### src/rtl/psu_pkg.sv
// shared types and constants of the png scanline unfilter
// no dependencies
package psu_pkg;

    localparam int SAMPLE_W    = 8;
    localparam int COLUMN_W    = 12;
    localparam int ROW_W       = 16;
    localparam int WIDTH_CFG_W = 13;
    localparam int CFG_INDEX_W = 2;
    localparam int CFG_DATA_W  = 16;
    localparam int PIXEL_W     = 32;

    // configuration register indexes
    localparam logic [CFG_INDEX_W-1:0] CFG_IMAGE_WIDTH  = 2'd0;
    localparam logic [CFG_INDEX_W-1:0] CFG_IMAGE_HEIGHT = 2'd1;
    localparam logic [CFG_INDEX_W-1:0] CFG_HAS_ALPHA    = 2'd2;

    // largest legal filter type code
    localparam logic [SAMPLE_W-1:0] FILTER_TYPE_MAX = 8'd4;

    // alpha value for rgb images
    localparam logic [SAMPLE_W-1:0] ALPHA_OPAQUE = 8'hFF;

    typedef enum logic [2:0] {
        FILT_NONE  = 3'd0,
        FILT_SUB   = 3'd1,
        FILT_UP    = 3'd2,
        FILT_AVG   = 3'd3,
        FILT_PAETH = 3'd4
    } filter_t;

    // one classified sample word, front to back
    typedef struct packed {
        logic [SAMPLE_W-1:0] data_byte;
        logic [1:0]          lane;
        logic                pixel_last;
        logic                rgba;
        filter_t             filt;
        logic                bad;
        logic [ROW_W-1:0]    row;
        logic                eor;
        logic                eoi;
    } sample_cmd_t;

endpackage

### src/rtl/psu_queue.sv
// short queue of classified sample words between front and back end
// depends on psu_pkg
module psu_queue #(
    parameter int DEPTH = 4,
    parameter int CW    = 12
) (
    input  logic                  clk,
    input  logic                  rst_n,
    input  logic                  push,
    input  psu_pkg::sample_cmd_t  push_cmd,
    input  logic [CW-1:0]         push_col,
    output logic                  full,
    input  logic                  pop,
    output logic                  head_valid,
    output psu_pkg::sample_cmd_t  head_cmd,
    output logic [CW-1:0]         head_col
);

    localparam int PW = (DEPTH > 1) ? $clog2(DEPTH) : 1;
    localparam int NW = $clog2(DEPTH + 1);

    psu_pkg::sample_cmd_t cmd_reg [DEPTH];
    logic [CW-1:0]        col_reg [DEPTH];
    logic [PW-1:0]        wr_ptr_reg, wr_ptr_next;
    logic [PW-1:0]        rd_ptr_reg, rd_ptr_next;
    logic [NW-1:0]        count_reg, count_next;

    assign full       = (count_reg == NW'(DEPTH));
    assign head_valid = (count_reg != '0);
    assign head_cmd   = cmd_reg[rd_ptr_reg];
    assign head_col   = col_reg[rd_ptr_reg];

    // pointer and fill count update
    always_comb
    begin
        wr_ptr_next = wr_ptr_reg;
        rd_ptr_next = rd_ptr_reg;
        count_next  = count_reg;
        if (push)
            wr_ptr_next = (wr_ptr_reg == PW'(DEPTH - 1)) ? '0 : wr_ptr_reg + PW'(1);
        if (pop)
            rd_ptr_next = (rd_ptr_reg == PW'(DEPTH - 1)) ? '0 : rd_ptr_reg + PW'(1);
        if (push && !pop)
            count_next = count_reg + NW'(1);
        else if (pop && !push)
            count_next = count_reg - NW'(1);
    end

    always_ff @(posedge clk or negedge rst_n)
    begin
        if (!rst_n)
        begin
            wr_ptr_reg <= '0;
            rd_ptr_reg <= '0;
            count_reg  <= '0;
        end
        else
        begin
            wr_ptr_reg <= wr_ptr_next;
            rd_ptr_reg <= rd_ptr_next;
            count_reg  <= count_next;
        end
    end

    // entry storage
    always_ff @(posedge clk)
    begin
        if (push)
        begin
            cmd_reg[wr_ptr_reg] <= push_cmd;
            col_reg[wr_ptr_reg] <= push_col;
        end
    end

endmodule

### config.mk
export PLATFORM = sky130hd
export DESIGN_NAME = psu_queue
export DESIGN_NICKNAME = d
export VERILOG_FILES = /design/src/rtl/psu_pkg.sv /design/src/rtl/psu_queue.sv
export SDC_FILE = /design/constraint.sdc
export NUM_CORES = 1
export LEC_CHECK = 0
export BUFFER_PORTS_ARGS = -buffer_cell sky130_fd_sc_hd__buf_2
export CAP_MARGIN = 20
export CORE_UTILIZATION = 51
export DETAILED_ROUTE_END_ITERATION = 7
export PLACE_DENSITY = 0.72
export RECOVER_POWER = 50
export SLEW_MARGIN = 25
export SYNTH_ARGS = -nofsm -noshare
export SYNTH_HDL_FRONTEND = slang
export SYNTH_SLANG_ARGS = --single-unit
### constraint.sdc
create_clock -name clk -period 4.5 [get_ports clk]
set_input_delay 0.675 -clock clk [delete_from_list [all_inputs] [get_ports clk]]
set_output_delay 0.675 -clock clk [all_outputs]
set_load 0.01 [all_outputs]
==> PnR_summary.wiki <==
{| class="wikitable"
! Metric !! Value
|-
| Number of setup violations in the final report || 0
|-
| Number of flip-flops in the largest register || approximately 140
|-
| Transition time of the tightest slew-check pin || approximately 2 ns
|-
| Largest net degree at the start of global routing || 50
|-
| Area taken by flip-flops and latches || about 5700 um2
|-
| Postcts setup bufs || 0
|-
| Peak clock frequency supported by timing || 339.8 MHz
|-
| TritonCTS clock tree || done
|-
| Number of global-route vias before repair || between 3000 and 4000
|-
| Antenna violations before repair || 0
|-
| Max-capacitance violation count || 1
|-
| Count of hold buffers inserted by post-cts repair || 0
|-
| Placed wire-length estimate after detailed placement || between 7 and 8 mm
|-
| Delay of the slowest critical-path stage || 1.51 ns
|-
| Net total in the final layout || ~450
|-
| Deepest clock path buffer count || 2
|-
| Clock latency on the worst-skew pair || ~0.42 ns
|-
| Flip-flop and latch count after synthesis || roughly 190
|-
| Leakage power || about 2.7 nW
|-
| Wire length reported by the detailed router || roughly 12 mm
|-
| Post-Syn Area per Cell || roughly 25 um2
|-
| Area of the die || approximately 14000 um2
|-
| Routability congestion estimate || slightly below 0.7
|-
| Number of fillers in the final layout || 951
|-
| Starting utilization of the core area || 0.5279
|-
| DRC violation count after routing || 0
|-
| Endpoint class of the critical path || flop
|-
| Startpoint kind of the worst setup timing path || input port
|-
| First-pass GRT wire length || roughly 18 mm
|-
| Global-route usage over all layers || 0.1805
|-
| Area of the multi-input gates || between 1000 and 1500 um2
|-
| CP Data Required Time || about 4.6 ns
|-
| Worst Path Arrival || slightly above 3 ns
|-
| Total power || roughly 5.3 mW
|-
| Violations in the final reports || capacitance limit, slew limit
|-
| Die X-Extent || 119.5 um
|-
| Warnings, synthesis || 0
|-
| Worst-case register-to-register setup slack || ~1.6 ns
|-
| Fraction of final layout cells sized beyond drive strength 1 || 0.3483
|-
| Worst clock skew on the final layout || 0.007387 ns
|-
| Result of the run || finished, violations left
|-
| Synthesized cell area || 7047 um2
|-
| Part of the Yosys area used for sequential elements || 0.8089
|-
| Final Max Tran Viols || 27
|-
| Clk pin slew, worst setup/hold paths || 0.07 ns
|-
| Maximum VDD drop || ~340 uV
|-
| DRT iter0 DRCs || between 200 and 300
|-
| Critical path's slowest cell || sky130_fd_sc_hd__and2_0
|-
| Row count || 42
|-
| Core Footprint || between 10000 and 15000 um2
|-
| Time the final worst path needs with I/O delays and setup || between 2 and 3 ns
|-
| Remaining antenna violation count || 0
|-
| Vertical extent of the die || ~120 um
|-
| DRT Pass-1 Iters || 4
|-
| H-tree levels || 4
|-
| Number of buffer cells added on primary ports || 97
|-
| Worst flop-to-flop path endpoint || col_reg[3][1]
|-
| Ordered list of cells on the worst path || clkbuf_1 -> and2_0 -> buf_4
|-
| Period utilisation layout || 0.6540
|-
| Top Ports || 98
|-
| Number of cells traversed by the worst register-to-register path || 3
|-
| Cts repair resizes || 0
|-
| Avg WL per Cell || 20.31 um
|-
| Ant. Diodes || 0
|-
| Maximum fanout encountered on the critical timing path || 26
|-
| Number of distinct library cells after synthesis || 19
|-
| Routed via count || around 3200
|-
| Cell count after synthesis || ~280
|-
| Number of hold violations in the final report || 0
|-
| Aggregate global routing overflow || 0
|-
| Worst setup path startpoint || push
|-
| Critical path class || in -> reg
|-
| RSZ-0062 raised after global routing || false
|-
| Worst hold path class || in -> async
|-
| CTS Sinks || roughly 190
|-
| Number of vias per cell after detailed routing || roughly 5.5
|-
| Clk Tree Root Cell || sky130_fd_sc_hd__clkbuf_16
|-
| Start of the worst register-to-register path || wr_ptr_reg[0]
|-
| Number of buffers inserted during clock tree synthesis || 17
|-
| Power density relative to cell area || 638.2 nW/um2
|-
| Worst slew margin || -0.2997
|-
| Setup Total Neg Slack || 0 ns
|-
| Net Count, Synth || ~330
|-
| Area Overhead vs Synth || 17.31%
|}
[cell type report]
cell class / count / share of cell area
Multi-Input combinational cell: 72 / 0.1527
Inverter: 4 / 0.001816
Clock buffer: 18 / 0.05191
Sequential cell: 191 / 0.6902
Tap cell: 176 / 0.02664
Timing Repair Buffer: 103 / 0.05933
Clock inverter: 14 / 0.01741
[metal layers]
layer | wire [um] | track usage | part of all wire
met5 | 0 | 0 | 0
met4 | 141 | 0.07734 | 0.012
met3 | 690 | 0.05941 | 0.059
met2 | 6010 | 0.2879 | 0.51
met1 | 4898 | 0.2285 | 0.42
[logic make-up after synthesis]
| logic type | count (synthesis) | synth area share |
|---|---|---|
| AO/OA/AOI/OAI | 2 | 0.001421 |
| buffers and inverters | 14 | 0.01243 |
| flip-flops | 191 | 0.8089 |
| XOR/XNOR | 3 | 0.003729 |
| multiplexers | 49 | 0.1518 |
| AND/OR/NAND/NOR | 11 | 0.008168 |
| adder cells (fa/ha/maj) | 7 | 0.01349 |
[layout by cell type (no fill, tap or decap), types with 2 or more instances in the layout]
master,count
sky130_fd_sc_hd__bufinv_16,2
sky130_fd_sc_hd__nor2_1,3
sky130_fd_sc_hd__clkbuf_1,49
sky130_fd_sc_hd__nand2_1,2
sky130_fd_sc_hd__buf_2,49
sky130_fd_sc_hd__clkinv_4,2
sky130_fd_sc_hd__o21ai_0,2
sky130_fd_sc_hd__dfrtp_1,5
sky130_fd_sc_hd__ha_1,6
sky130_fd_sc_hd__mux2_2,3
sky130_fd_sc_hd__mux4_2,46
sky130_fd_sc_hd__inv_1,4
sky130_fd_sc_hd__and2_2,3
sky130_fd_sc_hd__buf_4,5
sky130_fd_sc_hd__clkbuf_16,17
sky130_fd_sc_hd__edfxtp_1,184
sky130_fd_sc_hd__clkinv_2,4
sky130_fd_sc_hd__clkinvlp_4,5
sky130_fd_sc_hd__xor2_1,2
[power by group]
group	switching, mW	internal (mW)	total [mW]
Clock	0.627	0.816	1.44
Sequential	0.152	2.29	2.44
Combinational	0.702	0.688	1.39
Total	1.48	3.80	5.28
[synth_stat cells]
library cell / count / area, um2
sky130_fd_sc_hd__and2_1: 4 / 25.02
sky130_fd_sc_hd__buf_2: 4 / 20.02
sky130_fd_sc_hd__buf_4: 2 / 15.01
sky130_fd_sc_hd__buf_6: 3 / 33.78
sky130_fd_sc_hd__clkbuf_1: 1 / 3.750
sky130_fd_sc_hd__dfrtp_1: 7 / 175.2
sky130_fd_sc_hd__edfxtp_1: 184 / 5525
sky130_fd_sc_hd__fa_1: 1 / 20.02
sky130_fd_sc_hd__ha_1: 6 / 75.07
sky130_fd_sc_hd__inv_1: 4 / 15.01
sky130_fd_sc_hd__mux2_2: 3 / 33.78
sky130_fd_sc_hd__mux4_2: 46 / 1036
sky130_fd_sc_hd__nand2_1: 2 / 7.510
sky130_fd_sc_hd__nor2_1: 3 / 11.26
sky130_fd_sc_hd__nor3b_1: 1 / 7.510
sky130_fd_sc_hd__o21ai_0: 2 / 10.01
sky130_fd_sc_hd__or3_1: 1 / 6.260
sky130_fd_sc_hd__xnor2_1: 1 / 8.760
sky130_fd_sc_hd__xor2_1: 2 / 17.52
[worst max-delay path: cells and delay by family]
family | cells | cell delay (ns)
and+or+nand+nor | 1 | 1.51
buffers and inverters | 2 | 0.82
[worst max-delay path by stage]
stage | to | slack [ns] | depth (start not counted)
after floorplan | cmd_reg[0][0] | 2.31 | 1
after global placement | head_col[6] | 1.88 | 2
after detailed placement | head_col[6] | 1.89 | 2
after CTS | head_col[6] | 1.44 | 2
after global routing | cmd_reg[3][13] | 1.28 | 3
final | col_reg[3][1] | 1.56 | 3
[per-stage QoR]
stage            util  hold WS, ns  setup WS, ns  cells  cell area (um2)
2_1_floorplan       -       0.3794         2.312    277             7047
3_3_place_gp   0.5789       0.4665         1.880    545             7727
3_5_place_dp   0.5789       0.4749         1.892    545             7727
4_1_cts        0.6219      0.06288         1.445    577             8300
5_1_grt        0.6193       0.1628         1.283    578             8267
6_report       0.6193       0.1501         1.557    578             8267
Note: power is estimated with default switching activity, not from simulation.
