==> config.mk <==
export PLATFORM = sky130hd
export DESIGN_NAME = psu_front_flat
export DESIGN_NICKNAME = d
export VERILOG_FILES = /design/src/rtl/psu_pkg.sv /design/src/rtl/psu_stream_if.sv /design/src/rtl/psu_front.sv /design/src/flat_wrapper.sv
export SDC_FILE = /design/constraint.sdc
export NUM_CORES = 1
export LEC_CHECK = 0
export BUFFER_PORTS_ARGS = -buffer_cell sky130_fd_sc_hd__buf_2
export CORE_ASPECT_RATIO = 1.2
export CORE_MARGIN = 4
export CORE_UTILIZATION = 40
export CTS_BUF_LIST = sky130_fd_sc_hd__clkbuf_8 sky130_fd_sc_hd__clkbuf_16
export DETAILED_ROUTE_END_ITERATION = 7
export GPL_TIMING_DRIVEN = 0
export PLACE_DENSITY = 0.59
export SKIP_CTS_REPAIR_TIMING = 1
export SYNTH_ARGS = -nofsm -noshare
export SYNTH_HDL_FRONTEND = slang
export SYNTH_SLANG_ARGS = --single-unit
==> constraint.sdc <==
create_clock -name clk -period 4.8 [get_ports clk]
set_clock_uncertainty 0.15 [all_clocks]
set_input_delay 0.72 -clock clk [delete_from_list [all_inputs] [get_ports clk]]
set_output_delay 0.72 -clock clk [all_outputs]
set_load 0.1 [all_outputs]
==> src/rtl/psu_pkg.sv <==
// shared types and constants of the png scanline unfilter
// no dependencies
package psu_pkg;

    localparam int SAMPLE_W    = 8;
    localparam int COLUMN_W    = 12;
    localparam int ROW_W       = 16;
    localparam int WIDTH_CFG_W = 13;
    localparam int CFG_INDEX_W = 2;
    localparam int CFG_DATA_W  = 16;
    localparam int PIXEL_W     = 32;

    // configuration register indexes
    localparam logic [CFG_INDEX_W-1:0] CFG_IMAGE_WIDTH  = 2'd0;
    localparam logic [CFG_INDEX_W-1:0] CFG_IMAGE_HEIGHT = 2'd1;
    localparam logic [CFG_INDEX_W-1:0] CFG_HAS_ALPHA    = 2'd2;

    // largest legal filter type code
    localparam logic [SAMPLE_W-1:0] FILTER_TYPE_MAX = 8'd4;

    // alpha value for rgb images
    localparam logic [SAMPLE_W-1:0] ALPHA_OPAQUE = 8'hFF;

    typedef enum logic [2:0] {
        FILT_NONE  = 3'd0,
        FILT_SUB   = 3'd1,
        FILT_UP    = 3'd2,
        FILT_AVG   = 3'd3,
        FILT_PAETH = 3'd4
    } filter_t;

    // one classified sample word, front to back
    typedef struct packed {
        logic [SAMPLE_W-1:0] data_byte;
        logic [1:0]          lane;
        logic                pixel_last;
        logic                rgba;
        filter_t             filt;
        logic                bad;
        logic [ROW_W-1:0]    row;
        logic                eor;
        logic                eoi;
    } sample_cmd_t;

endpackage

==> src/rtl/psu_stream_if.sv <==
// valid/ready stream interfaces for byte input and pixel output words
// depends on psu_pkg for field widths

// inflated byte stream
interface psu_byte_if;
    logic                          valid;
    logic                          ready;
    logic [psu_pkg::SAMPLE_W-1:0]  data_byte;

    modport source (output valid, output data_byte, input ready);
    modport sink   (input valid, input data_byte, output ready);
endinterface


==> src/rtl/psu_front.sv <==
// front end: config registers, byte classification and row/column tracking
// depends on psu_pkg and psu_byte_if
module psu_front #(
    parameter int CW        = 12,
    parameter int MAX_WIDTH = 4096
) (
    input  logic                                clk,
    input  logic                                rst_n,
    input  logic                                cfg_write_en,
    input  logic [psu_pkg::CFG_INDEX_W-1:0]     cfg_index,
    input  logic [psu_pkg::CFG_DATA_W-1:0]      cfg_data,
    psu_byte_if.sink                            byte_stream,
    input  logic                                q_full,
    output logic                                push,
    output psu_pkg::sample_cmd_t                push_cmd,
    output logic [CW-1:0]                       push_col
);

    localparam int EW = (CW + 1 > psu_pkg::WIDTH_CFG_W) ? CW + 1 : psu_pkg::WIDTH_CFG_W;
    localparam logic [EW-1:0] MAX_W = EW'(MAX_WIDTH);

    logic [psu_pkg::WIDTH_CFG_W-1:0] width_cfg_reg;
    logic [psu_pkg::ROW_W-1:0]       height_cfg_reg;
    logic                            alpha_cfg_reg;

    logic                      awaiting_reg, awaiting_next;
    logic [1:0]                bip_reg, bip_next;
    logic [CW-1:0]             col_reg, col_next;
    logic [psu_pkg::ROW_W-1:0] row_reg, row_next;
    psu_pkg::filter_t          filt_reg, filt_next;
    logic                      bad_reg, bad_next;

    logic                      accept;
    logic [EW-1:0]             width_ext;
    logic [EW-1:0]             eff_width;
    logic [psu_pkg::ROW_W:0]   eff_height;
    logic                      pixel_last;
    logic                      eor;
    logic                      eoi;
    logic                      filt_bad;

    // configuration writes
    always_ff @(posedge clk or negedge rst_n)
    begin
        if (!rst_n)
        begin
            width_cfg_reg  <= psu_pkg::WIDTH_CFG_W'(1);
            height_cfg_reg <= psu_pkg::ROW_W'(1);
            alpha_cfg_reg  <= 1'b0;
        end
        else if (cfg_write_en)
        begin
            case (cfg_index)
                psu_pkg::CFG_IMAGE_WIDTH:
                    width_cfg_reg <= cfg_data[psu_pkg::WIDTH_CFG_W-1:0];
                psu_pkg::CFG_IMAGE_HEIGHT:
                    height_cfg_reg <= cfg_data[psu_pkg::ROW_W-1:0];
                psu_pkg::CFG_HAS_ALPHA:
                    alpha_cfg_reg <= cfg_data[0];
                default:
                    ;
            endcase
        end
    end

    assign byte_stream.ready = !q_full;
    assign accept = byte_stream.valid && !q_full;

    // effective image size
    always_comb
    begin
        width_ext = EW'(width_cfg_reg);
        if (width_ext == '0)
            eff_width = EW'(1);
        else if (width_ext > MAX_W)
            eff_width = MAX_W;
        else
            eff_width = width_ext;
        if (height_cfg_reg == '0)
            eff_height = (psu_pkg::ROW_W + 1)'(1);
        else
            eff_height = {1'b0, height_cfg_reg};
    end

    // pixel and row boundaries of the current byte
    assign pixel_last = (bip_reg == 2'd3) || (bip_reg == 2'd2 && !alpha_cfg_reg);
    assign eor        = (EW'(col_reg) + EW'(1)) >= eff_width;
    assign eoi        = eor && (({1'b0, row_reg} + (psu_pkg::ROW_W + 1)'(1)) >= eff_height);
    assign filt_bad   = byte_stream.data_byte > psu_pkg::FILTER_TYPE_MAX;

    // sample word toward the back end
    always_comb
    begin
        push                = accept && !awaiting_reg;
        push_col            = col_reg;
        push_cmd.data_byte  = byte_stream.data_byte;
        push_cmd.lane       = bip_reg;
        push_cmd.pixel_last = pixel_last;
        push_cmd.rgba       = alpha_cfg_reg;
        push_cmd.filt       = filt_reg;
        push_cmd.bad        = bad_reg;
        push_cmd.row        = row_reg;
        push_cmd.eor        = eor;
        push_cmd.eoi        = eoi;
    end

    // stream position update
    always_comb
    begin
        awaiting_next = awaiting_reg;
        bip_next      = bip_reg;
        col_next      = col_reg;
        row_next      = row_reg;
        filt_next     = filt_reg;
        bad_next      = bad_reg;
        if (accept)
        begin
            if (awaiting_reg)
            begin
                bad_next      = filt_bad;
                filt_next     = filt_bad ? psu_pkg::FILT_NONE
                                         : psu_pkg::filter_t'(byte_stream.data_byte[2:0]);
                awaiting_next = 1'b0;
                bip_next      = 2'd0;
                col_next      = '0;
            end
            else if (pixel_last)
            begin
                bip_next = 2'd0;
                if (eor)
                begin
                    awaiting_next = 1'b1;
                    col_next      = '0;
                    row_next      = eoi ? '0 : row_reg + psu_pkg::ROW_W'(1);
                end
                else
                begin
                    col_next = col_reg + CW'(1);
                end
            end
            else
            begin
                bip_next = bip_reg + 2'd1;
            end
        end
    end

    always_ff @(posedge clk or negedge rst_n)
    begin
        if (!rst_n)
        begin
            awaiting_reg <= 1'b1;
            bip_reg      <= 2'd0;
            col_reg      <= '0;
            row_reg      <= '0;
            filt_reg     <= psu_pkg::FILT_NONE;
            bad_reg      <= 1'b0;
        end
        else
        begin
            awaiting_reg <= awaiting_next;
            bip_reg      <= bip_next;
            col_reg      <= col_next;
            row_reg      <= row_next;
            filt_reg     <= filt_next;
            bad_reg      <= bad_next;
        end
    end

endmodule

==> src/flat_wrapper.sv <==
// flat-port wrapper written by rule: the top's interface ports become plain ports
module psu_front_flat 
#(
    parameter int CW        = 12,
    parameter int MAX_WIDTH = 4096
)
  (clk, rst_n, cfg_write_en, cfg_index, cfg_data, q_full, push, push_cmd, push_col, byte_stream_valid, byte_stream_data_byte, byte_stream_ready);
  psu_byte_if byte_stream_i ();
  input  logic clk;
  input  logic rst_n;
  input  logic cfg_write_en;
  input  logic [psu_pkg::CFG_INDEX_W-1:0] cfg_index;
  input  logic [psu_pkg::CFG_DATA_W-1:0] cfg_data;
  input  logic q_full;
  output logic push;
  output psu_pkg::sample_cmd_t push_cmd;
  output logic [CW-1:0] push_col;
  input wire logic [$bits(byte_stream_i.valid)-1:0] byte_stream_valid;
  input wire logic [$bits(byte_stream_i.data_byte)-1:0] byte_stream_data_byte;
  output wire logic [$bits(byte_stream_i.ready)-1:0] byte_stream_ready;
  assign byte_stream_i.valid = byte_stream_valid;
  assign byte_stream_i.data_byte = byte_stream_data_byte;
  assign byte_stream_ready = byte_stream_i.ready;
  psu_front #(.CW(CW), .MAX_WIDTH(MAX_WIDTH)) u_core (.clk(clk), .rst_n(rst_n), .cfg_write_en(cfg_write_en), .cfg_index(cfg_index), .cfg_data(cfg_data), .byte_stream(byte_stream_i), .q_full(q_full), .push(push), .push_cmd(push_cmd), .push_col(push_col));
endmodule
==> impl_metrics.yaml, run 1 <==
timing:
  timing.max_slew.rel_slack: 0.437
  final-hold-violation-count: 0
  period_needed_ps: 4450
  grt_setup_unrepaired: "no"
  maxSlewViolCount: 0
  setup_violations: 0
  timing.fmax_ghz: 0.225
  tightest_slew_ps: 844
  min_period_over_period: 0.927
die:
  core_region_area_um2: 9610
  number_of_placement_rows: 39
  initial_utilization: 0.415
  io_pins: 79
  dieHeight_um: 117
  fp.dieArea_um2: 11600
  die_w_um: 99.1
setup_path:
  worstRegToRegCells: 11
  timing.critical_path.fanout_max: 10
  crit_path_end_kind: "output pin"
  reg_to_reg_start: "u_core.push_col[0]"
  worst_setup_path_start_kind: "flop"
  required_ps: 3930
  cp.arrival_ps: 3580
  r2r-end: "u_core.row_reg[5]"
  setup.reg_to_reg.worst_slack_ps: 1160
  critPathKind: "flop to output pin"
logic_synthesis:
  netlist_top_cells_area: "dfrtp_1 39%, ha_1 10%, mux2_2 8.2%, nand2_1 4.9%, nand3_1 2.9%"
  synth.lib_cells_used.distinct: 50
  xor_xnor_share_of_the_synthesized_area: 0.0440
  main_combinational_cell_family_by_area_after_synthesis: "simple AND/OR/NAND/NOR gates"
  yosys-mux-area-fraction: 0.0845
  synth_async_sr_flop_share: 1.00
  ys_seq_elements: 65
  synth_compound_area_frac: 0.127
  ys.warnings.count: 0
  yosys_most_used_dff: "dfrtp_1"
  synth_top_cell_area_share: 0.389
  synth_enable_flop_cells: 0
  ys_seq_area_frac: 0.409
  synthAdderAreaFrac: 0.104
  top_cell_type_by_total_area_after_synthesis: "dfrtp_1"
  yosys.area_share.simple: 0.167
  syn_area_um2: 3990
  synthCells: 408
  postSynthAreaPerCell_um2: 9.77
  synth.net_count: 472
place:
  last_weighted_congestion_value_of_the_routability_driven_placer: 0.782
  port-buffer-count: 78
  place.detailed.hpwl_mm: 7.43
  placedInstanceArea_um2: 4530
drt:
  antenna_violating_nets_post_route: 0
  route.detailed.wl_per_inst_um: 15.5
  detail_route.first_pass.iterations: 4
  route.final.wire_length_mm: 9.70
  remaining_drc_errors: 0
  detailedRoute.firstIterationViolations: 105
  routed-via-count: 3301
  avgViaCountPerCell: 5.27
cts:
  tritoncts.num_buffers: 9
  cts.htree.levels: 3
  clk_path_buf_depth: 2
  clock_latency_ps: 330
  tritoncts: "done"
  cts.sinks: 65
  clk_pin_slew_worst_paths_ps: 60
  ctsRootBufferMaster: "clkbuf_16"
run_status:
  status: "finished, final reports clean"
hold_path:
  hold_depth: 2
  min-delay-start: "u_core.bad_reg"
  min_path_type: "flop to flop"
  hold_end: "u_core.bad_reg"
global_route:
  overflow: 0
  antenna_found_initial: 0
  grt_pass1_vias: 3454
  grt_start_max_net_pins: 66
  grt_first_pass_wirelength_mm: 16.4
  groute.usage.overall: 0.175
flow_run:
  max_cap_viol_count: 0
power:
  p_per_cell_area_nw_per_um2: 466
  finalPower_mw: 2.27
  peakVddDrop_v: 0.000339
  leakage_nw: 2.41
final_layout:
  antenna-diode-count: 0
  layout.cells.most_common: "buf_2"
  highest_count_cells_in_the_layout_ignoring_fill_and_taps: "79 x buf_2, 61 x dfrtp_1, 52 x nand2_1"
  nets: 562
  final_layout_size_suffix_gt1_frac: 0.314
  area_growth_syn_to_layout_pct: 22.3
  stdcell_area_um2: 4870
==> metrics by stage <==
stage | TNS [ps] | instances | setup WS (ps) | hold WS (ps) | util
2_1_floorplan | 0 | 408 | 209 | 274 | -
3_3_place_gp | 0 | 609 | 113 | 336 | 0.471
3_5_place_dp | 0 | 609 | 70.4 | 337 | 0.471
4_1_cts | -288 | 625 | -288 | 351 | 0.502
5_1_grt | 0 | 626 | 24.7 | 366 | 0.507
6_report | 0 | 626 | 351 | 346 | 0.507
==> power breakdown <==
part	leakage [nW]	switching [mW]	total [mW]	internal, mW
sequential	0.798	0.0855	0.723	0.637
combinational	1.47	0.645	0.892	0.247
clock	0.146	0.245	0.657	0.412
total	2.41	0.976	2.27	1.30
==> worst max path at each step <==
stage                           start     endpoint  slack (ps)  cells past startpoint
finish              u_core.row_reg[0]  push_cmd[0]         350                     14
global route        u_core.row_reg[1]  push_cmd[0]          20                     14
floorplan           u_core.row_reg[0]  push_cmd[0]         210                     14
detailed placement  u_core.row_reg[0]  push_cmd[0]          70                     15
CTS                 u_core.row_reg[0]  push_cmd[0]        -290                     15
global placement    u_core.row_reg[0]  push_cmd[0]         110                     15
==> metal layers <==
layer / GRT usage / up-vias / wire length [um]
li1: - / 1633 / -
met1: 0.211 / 1593 / 4130
met2: 0.314 / 65 / 5100
met3: 0.0321 / 10 / 351
met4: 0.0487 / 0 / 122
met5: 0 / - / 0
==> cell families (layout without fill, tap and decap cells) <==
family          Yosys count  in the layout
mux                      30             30
fa+ha+maj                33             33
flops                    65             65
simple gates            133            133
xor+xnor                 20             20
buf+inv                  53            148
compound gates           74             74
==> cells in the mapped netlist (all sizes together) (6+ instances only) <==
cell,instances
a21oi,16
a22o,11
a31oi,10
buf,17
clkbuf,6
dfrtp,62
ha,33
inv,30
mux2,29
nand2,52
nand3,23
nand4,9
nor2,13
nor3,6
nor4,6
o21ai,15
xnor2,13
xor2,7
==> final cells by class <==
type / instances / area, um2
Buffer: 23 / 149
Sequential cell: 65 / 1630
Tap cell: 123 / 154
Multi-Input combinational cell: 290 / 2130
Fill cell: 920 / 4740
Clock inverter: 6 / 58.8
Clock buffer: 10 / 239
Timing Repair Buffer: 79 / 403
Inverter: 30 / 113
==> critical path, stage by stage, from the launching register on <==
cell      delay, ps
dfrtp_2         420
ha_2            250
nand4_1         210
nor2_4          230
nand2_1         100
or2_2           290
nand2_1          80
ha_1            240
nand3_1         180
nor4_2           80
a22oi_2         380
clkbuf_2        310
a21oi_1         100
buf_4           140
buf_4           220
Power figures use the tool's default switching activity.
==> run 2, diff against run 1 <==
- BUFFER_PORTS_ARGS: -buffer_cell sky130_fd_sc_hd__buf_2 -> default
- DONT_BUFFER_PORTS: default -> 1
- PLACE_DENSITY: 0.59 -> 0.6
==> run 2 against run 1 <==
Clock power is 4.9% lower. Critical path depth shrank 4. Count of clock-buffer cells in the layout decreased by 1. Sequential power is 38% higher. Global-route usage shrank 1.1 points. Combinational power is 36% lower. Final area is 6.6% lower. Critical endpoint unchanged. Highest routed layer unchanged. Sequential cell count did not move. First-iteration DRC count is 22% lower. Cell count is 13% lower. Die area stayed put. Largest cell class unchanged. Via count shrank 8.5%.
==> impl_metrics.yaml, run 2 (same netlist as run 1, synthesis figures left out) <==
timing:
  slack_of_the_critical_path_ps: 131
  grt_setup_unrepaired: "yes"
  setup_violations: 0
  timing.fmax_ghz: 0.214
  timing.max_slew.rel_slack: 0.286
  tightest_slew_ps: 1070
  period_needed_ps: 4670
  maxSlewViolCount: 0
  final-hold-violation-count: 0
  tns_ps: 0
  min_period_over_period: 0.973
final_layout:
  nets: 484
  stdcell_area_um2: 4550
  n_fill_cell: 903
  antenna-diode-count: 0
  finish.utilization: 0.473
  area_growth_syn_to_layout_pct: 14.2
  highest_count_cells_in_the_layout_ignoring_fill_and_taps: "52 x nand2_1, 44 x dfrtp_1, 32 x inv_1, 32 x ha_1, 29 x mux2_2"
  final_layout_size_suffix_gt1_frac: 0.226
  post_layout_cell_count: 547
  layout.cells.most_common: "nand2_1"
die:
  fp.dieArea_um2: 11600
  die_w_um: 99.1
  io_pins: 79
  core_region_area_um2: 9610
  initial_utilization: 0.415
  dieHeight_um: 117
  number_of_placement_rows: 39
global_route:
  overflow: 0
  grt_start_max_net_pins: 66
  grt_first_pass_wirelength_mm: 15.3
  groute.usage.overall: 0.163
  grt_pass1_vias: 3031
  antenna_found_initial: 0
power:
  peakVddDrop_v: 0.000442
  p_per_cell_area_nw_per_um2: 483
  leakage_nw: 2.06
drt:
  avgViaCountPerCell: 5.52
  remaining_drc_errors: 0
  route.detailed.wl_per_inst_um: 17.4
  routed-via-count: 3019
  detailedRoute.firstIterationViolations: 82
  antenna_violating_nets_post_route: 0
  detail_route.first_pass.iterations: 4
  route.final.wire_length_mm: 9.53
cts:
  tritoncts.num_buffers: 9
  clk_pin_slew_worst_paths_ps: 60
  clk_path_buf_depth: 2
  ctsRootBufferMaster: "clkbuf_16"
  cts.sinks: 65
  tritoncts: "done"
  cts.htree.levels: 3
  clock_latency_ps: 330
setup_path:
  timing.critical_path.fanout_max: 10
  crit_path_end_kind: "output pin"
  critPathKind: "flop to output pin"
  cp.arrival_ps: 3800
  worst_setup_path_start_kind: "flop"
  required_ps: 3930
place:
  place.detailed.hpwl_mm: 7.08
  placement.setup.worst_slack_ps: -482
  last_weighted_congestion_value_of_the_routability_driven_placer: 0.832
  port-buffer-count: 0
  placedInstanceArea_um2: 4140
  placed_cells: 531
flow_run:
  max_cap_viol_count: 0
run_status:
  status: "finished, final reports clean"
hold_path:
  min_path_type: "input port to async pin"
## run 2: cell types whose count changed in the layout (fill, tap and decap cells not counted), sizes merged
cell	previous run	this run
buf	96	18
clkinvlp	2	0
clkbuf	16	15
clkinv	2	3
inv	31	32
## run 2: stage by stage
stage	hold WS (ps)	power [mW]
6_report	83.1	2.20
5_1_grt	70.9	2.32
4_1_cts	-75.3	2.17
3_5_place_dp	277	1.54
3_3_place_gp	277	1.52
2_1_floorplan	274	1.43
## run 2: path summary, 6_finish.rpt
kind                                          start                        to  slack [ps]  cells past startpoint
worst min-delay path                          rst_n  u_core.height_cfg_reg[0]          80                      0
worst max-delay path             u_core.row_reg[12]               push_cmd[0]         130                     10
min in group clk                u_core.awaiting_reg       u_core.awaiting_reg         350                      2
worst min register to register  u_core.awaiting_reg       u_core.awaiting_reg         350                      2
worst max register to register   u_core.push_col[2]         u_core.row_reg[5]         850                     11
max in group asynchronous                     rst_n        u_core.push_col[0]        4080                      1
## run 2: where the power goes
part | internal (mW) | total, mW | switching (mW)
registers | 0.645 | 1.00 | 0.358
clock network | 0.392 | 0.625 | 0.233
logic | 0.209 | 0.571 | 0.362
total | 1.25 | 2.20 | 0.952
## run 2: layout make-up
cell class,count,area (um2),area share
clock inverter,6,52.6,0.0115
timing repair buffer,1,27.5,0.00605
multi-input combinational,290,2160,0.474
buffer,23,153,0.0335
sequential,65,1670,0.367
clock buffer,9,225,0.0495
tap,123,154,0.0338
inverter,30,113,0.0247
## run 2: critical path, cell delays in order (launching register included)
cell      delay, ps
dfrtp_1        1010
and3_1          320
nand3_1         150
xnor2_1         220
ha_1            360
nand3_1         170
nor4_2          330
a22oi_2         190
clkbuf_2        240
a21oi_1         220
buf_6           250
## run 2: routing by layer
layer | share of wire | vias to the layer above | routed length, um | GRT usage
li1 | - | 1482 | - | -
met1 | 0.43 | 1457 | 4070 | 0.199
met2 | 0.51 | 63 | 4830 | 0.274
met3 | 0.044 | 17 | 416 | 0.0362
met4 | 0.023 | 0 | 215 | 0.0717
met5 | 0 | - | 0 | 0
==> run 3, diff against run 2 <==
- CORE_ASPECT_RATIO: 1.2 -> default
==> run 3 against run 2 <==
Wire length grew 4.5%. Power decreased by 5.9%. Global-route usage grew 0.74 points. Die area about the same. Cell count increased by 2.6%. Count of clock-buffer cells in the layout stayed put. Sequential cell count unchanged. Sequential power about the same. Fmax is 0.15% lower. Via count rose by 1.3%. Critical endpoint unchanged.
==> impl_metrics.yaml, run 3 (same netlist as run 1, synthesis figures left out) <==
setup_path:
  r2r-end: "u_core.row_reg[14]"
  startpoint: "u_core.row_reg[0]"
  critical-path-slowest-cell: "dfrtp_4"
  required_ps: 3930
  worst_setup_path_start_kind: "flop"
  crit_path_end: "push_cmd[0]"
  cp.arrival_ps: 3810
  reg_to_reg_start: "u_core.push_col[2]"
  crit_top_cell: "nand2_1"
  critical_path.cell_chain: "ha_2 > nand4_1 > nor2_4 > nand2_1 > or2_2 > nand2_1 > ha_1 > nand3_1 > o211ai_1 > nor2_2 > o21a_1 > buf_2 > a21oi_4 > buf_12"
  crit_path_end_kind: "output pin"
  critPathKind: "flop to output pin"
  setup.reg_to_reg.worst_slack_ps: 820
  timing.critical_path.fanout_max: 10
  largest_stage_delay_on_the_critical_path_ps: 650
  worstRegToRegCells: 11
drt:
  antenna_violating_nets_post_route: 0
  remaining_drc_errors: 0
  avgViaCountPerCell: 5.45
  route.detailed.wl_per_inst_um: 17.8
  routed-via-count: 3057
  detailedRoute.firstIterationViolations: 102
  detail_route.first_pass.iterations: 4
  route.final.wire_length_mm: 9.96
die:
  io_pins: 79
  fp.dieArea_um2: 11600
  die_w_um: 108
  initial_utilization: 0.410
  core_region_area_um2: 9730
  dieHeight_um: 108
  number_of_placement_rows: 36
final_layout:
  post_layout_cell_count: 561
  antenna-diode-count: 0
  highest_count_cells_in_the_layout_ignoring_fill_and_taps: "52 x nand2_1, 43 x dfrtp_1, 32 x ha_1"
  final_layout_size_suffix_gt1_frac: 0.245
  layout.cells.most_common: "nand2_1"
  nets: 487
  area_growth_syn_to_layout_pct: 13.5
place:
  place.detailed.hpwl_mm: 7.20
  placement.setup.worst_slack_ps: -670
  port-buffer-count: 0
  last_weighted_congestion_value_of_the_routability_driven_placer: 0.806
  placed_cells: 541
global_route:
  groute.usage.overall: 0.171
  grt_start_max_net_pins: 66
  grt_first_pass_wirelength_mm: 15.4
  overflow: 0
  antenna_found_initial: 0
  grt_pass1_vias: 3066
cts:
  clk_pin_slew_worst_paths_ps: 80
  clk_path_buf_depth: 2
  tritoncts.num_buffers: 9
  cts.sinks: 65
  cts.htree.levels: 3
  clock_latency_ps: 350
  ctsRootBufferMaster: "clkbuf_8"
  tritoncts: "done"
timing:
  timing.hold.ws_ps: 59.4
  grt_setup_unrepaired: "yes"
  final-hold-violation-count: 0
  setup_violations: 0
  min_period_over_period: 0.974
  slack_of_the_critical_path_ps: 124
  timing.max_slew.rel_slack: 0.286
  period_needed_ps: 4680
  tightest_slew_ps: 1070
  maxSlewViolCount: 0
  timing.fmax_ghz: 0.214
run_status:
  status: "finished, final reports clean"
power:
  p_per_cell_area_nw_per_um2: 457
  leakage_nw: 2.03
  peakVddDrop_v: 0.000433
flow_run:
  max_cap_viol_count: 0
hold_path:
  min_path_type: "input port to async pin"
[run 3: cell types whose count changed in the layout (fill, tap and decap cells not counted), sizes merged]
cell      delta
clkbuf       -1
buf          +4
clkinvlp     +1
[run 3: metrics by stage]
step            util  setup TNS [ps]  power [mW]  instance area [um2]
3_5_place_dp   0.427            -670        1.54                 4150
2_1_floorplan      -               0        1.43                 3990
5_1_grt        0.465           -66.4        2.20                 4520
3_3_place_gp   0.427            -628        1.52                 4150
6_report       0.465               0        2.07                 4520
4_1_cts        0.448           -1310        2.04                 4360
[run 3: how the worst min path moves through the flow]
stage / from / to / depth (start not counted)
2_1_floorplan: rst_n / u_core.alpha_cfg_reg / 0
4_1_cts: rst_n / u_core.height_cfg_reg[14] / 0
3_3_place_gp: rst_n / u_core.row_reg[14] / 0
3_5_place_dp: rst_n / u_core.row_reg[14] / 0
5_1_grt: rst_n / u_core.width_cfg_reg[0] / 0
6_report: rst_n / u_core.width_cfg_reg[0] / 0
[run 3: area by class of cell]
type	count	area, um2
Buffer	23	164
Fill cell	934	5210
Multi-Input combinational cell	290	2150
Clock inverter	7	77.6
Clock buffer	9	124
Tap cell	133	166
Inverter	30	113
Timing Repair Buffer	4	50.0
Sequential cell	65	1680
[run 3: critical path: cells and delay by family, from the launching register on]
family | cells | cell delay, ps
AO/OA/AOI/OAI | 3 | 440
adder cells (fa/ha/maj) | 2 | 550
buffers and inverters | 2 | 430
flip-flops | 1 | 650
AND/OR/NAND/NOR | 7 | 1360
[run 3: layer usage]
| metal | up-vias | global-route usage | wire, um |
|---|---|---|---|
| met4 | 0 | 0.0415 | 148 |
| met5 | - | 0 | 0 |
| li1 | 1483 | - | - |
| met3 | 15 | 0.0624 | 616 |
| met2 | 81 | 0.278 | 4750 |
| met1 | 1478 | 0.216 | 4440 |
[run 3: where the power goes]
part | internal (mW) | switching, mW | leakage, nW
Combinational | 0.212 | 0.353 | 1.15
Sequential | 0.646 | 0.366 | 0.775
Clock | 0.244 | 0.247 | 0.100
Total | 1.10 | 0.966 | 2.03
